[config.mk]
export PLATFORM = sky130hd
export DESIGN_NAME = disk_block_allocator_unit
export DESIGN_NICKNAME = d
export VERILOG_FILES = /design/src/design/dba_pkg.sv /design/src/design/dba_datapath.sv /design/src/design/dba_ctrl.sv /design/src/design/disk_block_allocator_unit.sv
export VERILOG_INCLUDE_DIRS = /design/src /design/src/design
export SDC_FILE = /design/constraint.sdc
export NUM_CORES = 1
export LEC_CHECK = 0
export CAP_MARGIN = 5
export CELL_PAD_IN_SITES_DETAIL_PLACEMENT = 0
export CELL_PAD_IN_SITES_GLOBAL_PLACEMENT = 1
export CORE_MARGIN = 8
export CORE_UTILIZATION = 49
export DETAILED_ROUTE_END_ITERATION = 10
export DONT_BUFFER_PORTS = 1
export GPL_TIMING_DRIVEN = 0
export PLACE_DENSITY = 0.88
export SLEW_MARGIN = 20
export SYNTH_ARGS = -nofsm -noshare
export SYNTH_HDL_FRONTEND = slang
export SYNTH_HIERARCHICAL = 1
export SYNTH_SLANG_ARGS = --single-unit
[constraint.sdc]
create_clock -name clock -period 3.5 [get_ports clock]
set_input_delay 0.525 -clock clock [delete_from_list [all_inputs] [get_ports clock]]
set_output_delay 0.525 -clock clock [all_outputs]
set_load 0.05 [all_outputs]
[src/design/disk_block_allocator_unit_assert.svh]
// Assertion macros for the disk block allocator.
// Used by dba_ctrl and dba_datapath; expects signals named clock and reset.
`ifndef DISK_BLOCK_ALLOCATOR_UNIT_ASSERT_SVH
`define DISK_BLOCK_ALLOCATOR_UNIT_ASSERT_SVH

// Same-cycle implication, disabled during reset.
`define DBA_ASSERT_IMPL(lbl, ante, cons, msg) \
   lbl: assert property (@(posedge clock) disable iff (reset) (ante) |-> (cons)) \
      else $error(msg);

// Next-cycle implication, disabled during reset.
`define DBA_ASSERT_NEXT(lbl, ante, cons, msg) \
   lbl: assert property (@(posedge clock) disable iff (reset) (ante) |=> (cons)) \
      else $error(msg);

`endif

[src/design/dba_pkg.sv]
// Shared constants, types and helpers for the disk block allocator.
// No dependencies; imported by dba_ctrl, dba_datapath and the top level.
package dba_pkg;

   localparam int NUM_BLOCKS  = 16;
   localparam int MAX_RESULTS = 16;
   localparam int BLK_W       = (NUM_BLOCKS > 1) ? $clog2(NUM_BLOCKS) : 1;
   localparam int MAP_PAD     = 1 << BLK_W;
   localparam int CNT_W       = ($clog2(NUM_BLOCKS + 1) > 5) ? $clog2(NUM_BLOCKS + 1) : 5;
   localparam int TOT_W       = 6;
   localparam int OUT_BLK_W   = 4;

   localparam logic [1:0] MODE_CONTIG  = 2'd0;
   localparam logic [1:0] MODE_LINKED  = 2'd1;
   localparam logic [1:0] MODE_INDEXED = 2'd2;
   localparam logic [1:0] MODE_UNUSED  = 2'd3;

   typedef enum logic [3:0] {
      ST_IDLE = 4'b0001,
      ST_SCAN = 4'b0010,
      ST_EMIT = 4'b0100,
      ST_FAIL = 4'b1000
   } dba_state_type;

   typedef struct packed {
      logic load;
      logic scan;
      logic emit_start;
      logic emit_take;
      logic emit_skip;
      logic fail_sel;
   } dba_cmd_type;

   typedef struct packed {
      logic req_bad;
      logic scan_hit;
      logic scan_end;
      logic cur_free;
      logic last_res;
   } dba_sts_type;

   function automatic logic [OUT_BLK_W-1:0] blk_out(input logic [BLK_W-1:0] b);
      logic [BLK_W+OUT_BLK_W-1:0] wide;
      wide = {{OUT_BLK_W{1'b0}}, b};
      return wide[OUT_BLK_W-1:0];
   endfunction

endpackage

[src/design/dba_datapath.sv]
// Datapath of the disk block allocator: free map, scan cursor, run counter.
// Depends on dba_pkg and disk_block_allocator_unit_assert.svh.
`include "disk_block_allocator_unit_assert.svh"

module dba_datapath
   import dba_pkg::*;
(
   input  logic                 clock,
   input  logic                 reset,
   input  dba_cmd_type          cmd,
   output dba_sts_type          sts,
   input  logic [1:0]           req_mode,
   input  logic [4:0]           req_size,
   output logic                 rsp_ok,
   output logic [OUT_BLK_W-1:0] rsp_block,
   output logic                 rsp_is_index,
   output logic                 rsp_last
);

   logic [NUM_BLOCKS-1:0] free_map_ff, free_map_in;
   logic [1:0]            mode_ff, mode_in;
   logic [CNT_W-1:0]      total_ff, total_in;
   logic [BLK_W-1:0]      cursor_ff, cursor_in;
   logic [BLK_W-1:0]      start_ff, start_in;
   logic [CNT_W-1:0]      count_ff, count_in;
   logic [CNT_W-1:0]      k_ff, k_in;

   logic [TOT_W-1:0]   total_req;
   logic [MAP_PAD-1:0] map_pad;
   logic [MAP_PAD-1:0] clr_mask;
   logic [CNT_W-1:0]   count_inc;
   logic [BLK_W-1:0]   start_next;
   logic               is_contig;

   assign total_req = {1'b0, req_size} + TOT_W'(req_mode == MODE_INDEXED);
   assign map_pad   = MAP_PAD'(free_map_ff);
   assign clr_mask  = ~(MAP_PAD'(1) << cursor_ff);
   assign is_contig = (mode_ff == MODE_CONTIG);
   assign count_inc = count_ff + CNT_W'(1);

   assign sts.req_bad  = (req_size == 5'd0) || (req_mode == MODE_UNUSED) ||
                         (total_req > TOT_W'(MAX_RESULTS));
   assign sts.cur_free = map_pad[cursor_ff];
   assign sts.scan_hit = sts.cur_free && (count_inc == total_ff);
   assign sts.scan_end = (cursor_ff == BLK_W'(NUM_BLOCKS - 1));
   assign sts.last_res = ((k_ff + CNT_W'(1)) == total_ff);

   assign start_next = (sts.cur_free && (count_ff == '0)) ? cursor_ff : start_ff;

   always_comb begin
      free_map_in = free_map_ff;
      mode_in     = mode_ff;
      total_in    = total_ff;
      cursor_in   = cursor_ff;
      start_in    = start_ff;
      count_in    = count_ff;
      k_in        = k_ff;
      if (cmd.load) begin
         mode_in   = req_mode;
         total_in  = CNT_W'(total_req);
         cursor_in = '0;
         start_in  = '0;
         count_in  = '0;
      end else if (cmd.emit_start) begin
         cursor_in = is_contig ? start_next : '0;
         k_in      = '0;
      end else if (cmd.scan) begin
         start_in  = start_next;
         cursor_in = cursor_ff + BLK_W'(1);
         if (sts.cur_free) begin
            count_in = count_inc;
         end else if (is_contig) begin
            count_in = '0;
         end
      end else if (cmd.emit_take) begin
         free_map_in = free_map_ff & clr_mask[NUM_BLOCKS-1:0];
         k_in        = k_ff + CNT_W'(1);
         cursor_in   = cursor_ff + BLK_W'(1);
      end else if (cmd.emit_skip) begin
         cursor_in = cursor_ff + BLK_W'(1);
      end
   end

   always_ff @(posedge clock) begin
      if (reset) begin
         free_map_ff <= '1;
      end else begin
         free_map_ff <= free_map_in;
      end
      mode_ff   <= mode_in;
      total_ff  <= total_in;
      cursor_ff <= cursor_in;
      start_ff  <= start_in;
      count_ff  <= count_in;
      k_ff      <= k_in;
   end

   assign rsp_ok       = !cmd.fail_sel;
   assign rsp_block    = cmd.fail_sel ? '0 : blk_out(cursor_ff);
   assign rsp_is_index = !cmd.fail_sel && (mode_ff == MODE_INDEXED) && (k_ff == '0);
   assign rsp_last     = cmd.fail_sel || sts.last_res;

   `DBA_ASSERT_NEXT(a_take_clears_one, cmd.emit_take,
      $countones(free_map_ff) == $countones($past(free_map_ff)) - 1,
      "Delivered block was not removed from the free map.")
   `DBA_ASSERT_IMPL(a_take_in_bound, cmd.emit_take, k_ff < total_ff,
      "More blocks delivered than the request asked for.")

endmodule

[src/design/dba_ctrl.sv]
// Controller of the disk block allocator: request sequencing and handshakes.
// Depends on dba_pkg and disk_block_allocator_unit_assert.svh.
`include "disk_block_allocator_unit_assert.svh"

module dba_ctrl
   import dba_pkg::*;
(
   input  logic        clock,
   input  logic        reset,
   input  logic        req_valid,
   output logic        req_ready,
   output logic        rsp_valid,
   input  logic        rsp_ready,
   input  dba_sts_type sts,
   output dba_cmd_type cmd
);

   dba_state_type state_ff, state_in;

   assign req_ready = (state_ff == ST_IDLE);
   assign rsp_valid = (state_ff == ST_FAIL) || ((state_ff == ST_EMIT) && sts.cur_free);

   always_comb begin
      cmd.load       = (state_ff == ST_IDLE) && req_valid;
      cmd.scan       = (state_ff == ST_SCAN);
      cmd.emit_start = (state_ff == ST_SCAN) && sts.scan_hit;
      cmd.emit_take  = (state_ff == ST_EMIT) && sts.cur_free && rsp_ready;
      cmd.emit_skip  = (state_ff == ST_EMIT) && !sts.cur_free;
      cmd.fail_sel   = (state_ff == ST_FAIL);
   end

   always_comb begin
      state_in = state_ff;
      unique case (state_ff)
         ST_IDLE: begin
            if (req_valid) begin
               state_in = sts.req_bad ? ST_FAIL : ST_SCAN;
            end
         end
         ST_SCAN: begin
            priority if (sts.scan_hit) begin
               state_in = ST_EMIT;
            end else if (sts.scan_end) begin
               state_in = ST_FAIL;
            end
         end
         ST_EMIT: begin
            if (cmd.emit_take && sts.last_res) begin
               state_in = ST_IDLE;
            end
         end
         ST_FAIL: begin
            if (rsp_ready) begin
               state_in = ST_IDLE;
            end
         end
         default: state_in = ST_IDLE;
      endcase
   end

   always_ff @(posedge clock) begin
      if (reset) begin
         state_ff <= ST_IDLE;
      end else begin
         state_ff <= state_in;
      end
   end

   `DBA_ASSERT_NEXT(a_last_to_idle, rsp_valid && rsp_ready && sts.last_res && !cmd.fail_sel,
      state_ff == ST_IDLE, "Controller did not return to idle after the final result.")
   `DBA_ASSERT_NEXT(a_hit_to_emit, cmd.emit_start, state_ff == ST_EMIT,
      "Scan hit did not lead to the emit state.")

endmodule

[src/design/disk_block_allocator_unit.sv]
// A request is taken from idle; a rejected request answers in the next cycle.
// The free map scan checks one block per cycle, over at most NUM_BLOCKS blocks, then results
// follow one per cycle while rsp_ready is high; linked and indexed order skip used blocks.
// Synchronous active-high reset marks every block free and returns the controller to idle.
module disk_block_allocator_unit
   import dba_pkg::*;
(
   input  logic                 clock,
   input  logic                 reset,
   input  logic                 req_valid,
   output logic                 req_ready,
   input  logic [1:0]           req_mode,
   input  logic [4:0]           req_size,
   output logic                 rsp_valid,
   input  logic                 rsp_ready,
   output logic                 rsp_ok,
   output logic [OUT_BLK_W-1:0] rsp_block,
   output logic                 rsp_is_index,
   output logic                 rsp_last
);

   dba_cmd_type cmd;
   dba_sts_type sts;

   dba_ctrl u_ctrl (
      .clock     (clock),
      .reset     (reset),
      .req_valid (req_valid),
      .req_ready (req_ready),
      .rsp_valid (rsp_valid),
      .rsp_ready (rsp_ready),
      .sts       (sts),
      .cmd       (cmd)
   );

   dba_datapath u_datapath (
      .clock        (clock),
      .reset        (reset),
      .cmd          (cmd),
      .sts          (sts),
      .req_mode     (req_mode),
      .req_size     (req_size),
      .rsp_ok       (rsp_ok),
      .rsp_block    (rsp_block),
      .rsp_is_index (rsp_is_index),
      .rsp_last     (rsp_last)
   );

endmodule
Word level (Yosys, flattened, before mapping). Cells that the tools add are included.

Add/sub/neg operators: 4. $lt $le $gt $ge: 2. Eq/ne operators: 15. Shifts and indexed selects: 1. Mux-type cells: 20. Bitwise gates (word level): 5. Reduce and logical (&&, ||, !) cells: 28.

Operator list (count): $mux 4 (13); $mux 5 (4); $and 16x16->16 (1); $not 16->16 (1); $pmux 4 s4 (1); $shl 1x4->16 const A (1); $logic_not 5->1 (3); $add 5x1->5 const B (2); $eq 5x5->1 (2); $logic_and 1x1->1 (10); $eq 4x4->1 const B (2); $ne 2x2->1 const B (4); $reduce_and 4->1 (2); $add 5x1->6 (1); $eq 2x2->1 const B (3); $gt 6x5->1 const B (1); $reduce_and 3->1 (2); $lt 4x5->1 const B (1); $add 4x1->4 const B (1); $bmux 1 s4 (1); $eq 4x1->1 const B (1); $eq 4x2->1 const B (1); $eq 4x3->1 const B (1); $logic_or 1x1->1 (4); 8 further kinds (12).

Register bits after elaboration: 45. Bits of input ports: 11. Output and inout port bits: 9. Word-level logic and storage cells: 83.

Depth between registers and ports, before layout.
Depth after elaboration: 8. Gate-level depth with buffers: 14. Depth with buffers taken out: 12.

Hierarchy. The synthesis kept the hierarchy.

By module, submodules not included: dba_datapath (instances 1, cells an instance 226, area each 2262.2 sq um, seq. area each 940.9 sq um); dba_ctrl (instances 1, cells an instance 34, area each 301.5 sq um, seq. area each 80.1 sq um).

Worst setup path after synthesis. OpenSTA, ideal clock, no wires.

Path kind: reg-to-reg. From: register u_datapath.cursor_ff[2]. To: register u_datapath.free_map_ff[0]. Library setup time: 0.114 ns. Arrival time: 3.013 ns. Path slack: 0.373 ns. Cell stages (with the launch flop): 14. Cell sequence: dfxtp_1 > buf_6 > mux4_1 > mux2i_1 > mux2_4 > buf_6 > nor4_1 > nand2_1 > inv_1 > nor4b_1 > nor2b_1 > and2_1 > nand2_1 > a21o_1.

RTL lines: start: declaration (RTL line dba_datapath.sv:23) `logic [BLK_W-1:0] cursor_ff, cursor_in;`; start signal: assignment (RTL line dba_datapath.sv:92) `cursor_ff <= cursor_in;`; end signal: assignment (RTL line dba_datapath.sv:88) `free_map_ff <= free_map_in;`; end: declaration (RTL line dba_datapath.sv:20) `logic [NUM_BLOCKS-1:0] free_map_ff, free_map_in;`.

==> results.sh <==
export IMPL_period_needed_ns=3.26
export IMPL_synth_top_area_share_pct=25.8
export IMPL_synth_ff_type="dfxtp_1"
export IMPL_worst_pin_slew_ns=0.937
export IMPL_area_delta_synth_final_pct=10.2
export IMPL_worst_ep_arrival_time_ns=3.45
export IMPL_cts_tree="yes"
export IMPL_leakage_nw=0.977
export IMPL_drtPass1Iterations=4
export IMPL_synth_most_common_cell="dfxtp_1"
export IMPL_start_util_pct=50.5
export IMPL_max_stage_delay_ns=0.55
export IMPL_cts_buffer_depth=2
export IMPL_place_ws_ns=-0.371
export IMPL_ios=20
export IMPL_grt_pass1_wl_um=8760
export IMPL_h_tree_depth=2
export IMPL_cts_sinks=45
export IMPL_synth_cells=260
export IMPL_syn_avg_cell_area_um2=9.86
export IMPL_drt_iter0_markers=99
export IMPL_vias_per_cell=5.54
export IMPL_yosysTopAreaCell="dfxtp_1"
export IMPL_critPathMaxFanout=10
export IMPL_final_setup_tns_ns=0
export IMPL_drive_gt1_share_pct=10.4
export IMPL_drv_slew=0
export IMPL_async_reset_ff_share_pct=0
export IMPL_worstSetupStartpointType="flop"
export IMPL_vias=1883
export IMPL_crit_path_end_kind="flop"
export IMPL_yosys_warnings=6
export IMPL_n_fill_cell=474
export IMPL_grt_util_all_layers_pct=14.1
export IMPL_timing_hold_ws_ns=0.286
export IMPL_synth_area_leaders="dfxtp_1 26%, edfxtp_1 14%, ha_1 5.9%"
export IMPL_power_density_mw_per_mm2=575
export IMPL_row_count=26
export IMPL_worst_path_max_delay_cell="mux4_1"
export IMPL_dieWidth_um=88.3
export IMPL_finalSetupViolCount=0
export IMPL_grt_pass1_vias=1867
export IMPL_die_h_um=88.3
export IMPL_path_buf_inv=3
export IMPL_portBuffers=0
export IMPL_final_cell_area_mm2=0.00283
export IMPL_clock_latency_ns=0.29
export IMPL_drc=0
export IMPL_synth_enable_flop_cells=12
export IMPL_cts_made_buffers=5
export IMPL_peakVddDrop_v=0.000617
export IMPL_antenna_found_initial=0
export IMPL_path_clk_slew_ns=0.09
export IMPL_synth_ff_latch_count=45
export IMPL_wirelength_um=5220
export IMPL_root_buffer="clkbuf_8"
export IMPL_critical_path_required_ns=3.69
export IMPL_grt_overflow=0
export IMPL_grt_max_degree=15
export IMPL_core_area_mm2=0.00507
export IMPL_nNetsFinal=292
export IMPL_diodes=0
export IMPL_synth_nets=283
export IMPL_die_area_mm2=0.00780
export IMPL_dp_hpwl_um=3950
export IMPL_ys_seq_area_share_pct=39.8
export IMPL_syn_cell_area_mm2=0.00256
export IMPL_setup_ws_ns=0.243
export IMPL_postCtsSetupBuffers=0
export IMPL_finalHoldViolations=0
export IMPL_clock_skew_ns=0.00877
export IMPL_maxCapViolations=0
export IMPL_timing_slew_headroom_pct=37.4
export IMPL_synth_cell_types=47
export IMPL_cts_hold_buf=0
export IMPL_timing_final_crit_share_pct=93.1
export IMPL_outcome="finished, final reports clean"
export IMPL_detail_route_wl_per_cell_um=15.3
export IMPL_placedInstanceArea_mm2=0.00268
export IMPL_cts_resized=4
export IMPL_grt_setup_unrepaired="no"
export IMPL_final_util_pct=55.7
export IMPL_path_class="flop to flop"
export IMPL_crit_chain="buf_6, mux4_1, mux2i_1, mux2_4, buf_6, nor4_2, nand2_1, inv_1, nor4b_4, nor2b_4, and2_1, nand2_1, a21o_1"
export IMPL_gp_congestion=0.764
export IMPL_max_clock_freq_ghz=0.307
export IMPL_final_antenna_net_count=0
export IMPL_crit_family="simple AND/OR/NAND/NOR gates"
export IMPL_hp_class="input port to flop"
export IMPL_synthTopCellsByCount="33 x dfxtp_1, 17 x a21o_1, 17 x inv_1"
-- layout by cell type (no fill, tap or decap), types with 7 or more instances in the layout --
master	synthesis	layout
nand3_1	14	14
a21o_1	17	17
ha_1	12	12
xor2_1	7	7
edfxtp_1	12	12
nand2_1	13	13
inv_1	17	17
clkbuf_1	7	7
xnor2_1	14	14
nor2_1	16	16
dfxtp_1	33	32
a21oi_1	11	11
-- where the power goes --
part / switching (mW) / leakage, nW / internal [mW]
clock: 0.171 / 0.0552 / 0.212
combinational: 0.343 / 0.543 / 0.213
sequential: 0.0865 / 0.379 / 0.600
total: 0.601 / 0.977 / 1.03
-- registers in the layout, indices dropped and copies added, names as in the netlist --
register                flops
u_ctrl/state_ff             4
u_datapath/count_ff         5
u_datapath/cursor_ff        4
u_datapath/free_map_ff     16
u_datapath/k_ff             5
u_datapath/mode_ff          2
u_datapath/start_ff         4
u_datapath/total_ff         5
-- area by class of cell --
cell class                 instances  area, µm²  area share [%]
multi-input combinational        187       1470            52.1
sequential                        45       1020            36.2
tap                               70       87.6            3.10
clock buffer                       6       72.6            2.57
inverter                          18       67.6            2.39
buffer                            10       55.1            1.95
clock inverter                     2       35.0            1.24
timing repair buffer               2       12.5           0.443
-- logic make-up (layout without fill, tap and decap cells) --
logic type,Yosys count,count (layout),synth area share [%]
AND/OR/NAND/NOR,90,90,20.6
AO/OA/AOI/OAI,52,52,14.3
flip-flops,45,45,39.8
buffers and inverters,28,38,4.73
XOR/XNOR,21,21,7.17
adder cells (fa/ha/maj),12,12,5.86
multiplexers,12,12,7.42
-- layer usage --
layer	vias to the layer above	wire (µm)	track usage (%)
met3	5	167	3.53
met1	898	2540	18.1
li1	961	-	-
met4	0	51	3.69
met5	-	0	0
met2	19	2450	22.9
-- worst paths after layout --
kind / slack [ns] / depth (start not counted) / endpoint / start
setup / recovery: 0.24 / 13 / u_datapath/free_map_ff[2] / u_datapath/cursor_ff[2]
hold reg to reg: 0.45 / 1 / u_datapath/free_map_ff[12] / u_datapath/free_map_ff[12]
hold / removal: 0.29 / 1 / u_ctrl/state_ff[1] / reset
setup reg to reg: 0.24 / 13 / u_datapath/free_map_ff[2] / u_datapath/cursor_ff[2]
-- through the flow --
stage	cells	power [mW]
floorplan	260	1.11
global placement	330	1.20
detailed placement	332	1.24
CTS	340	1.63
global route	340	1.72
finish	340	1.63
(Power assumes the default switching activity.)
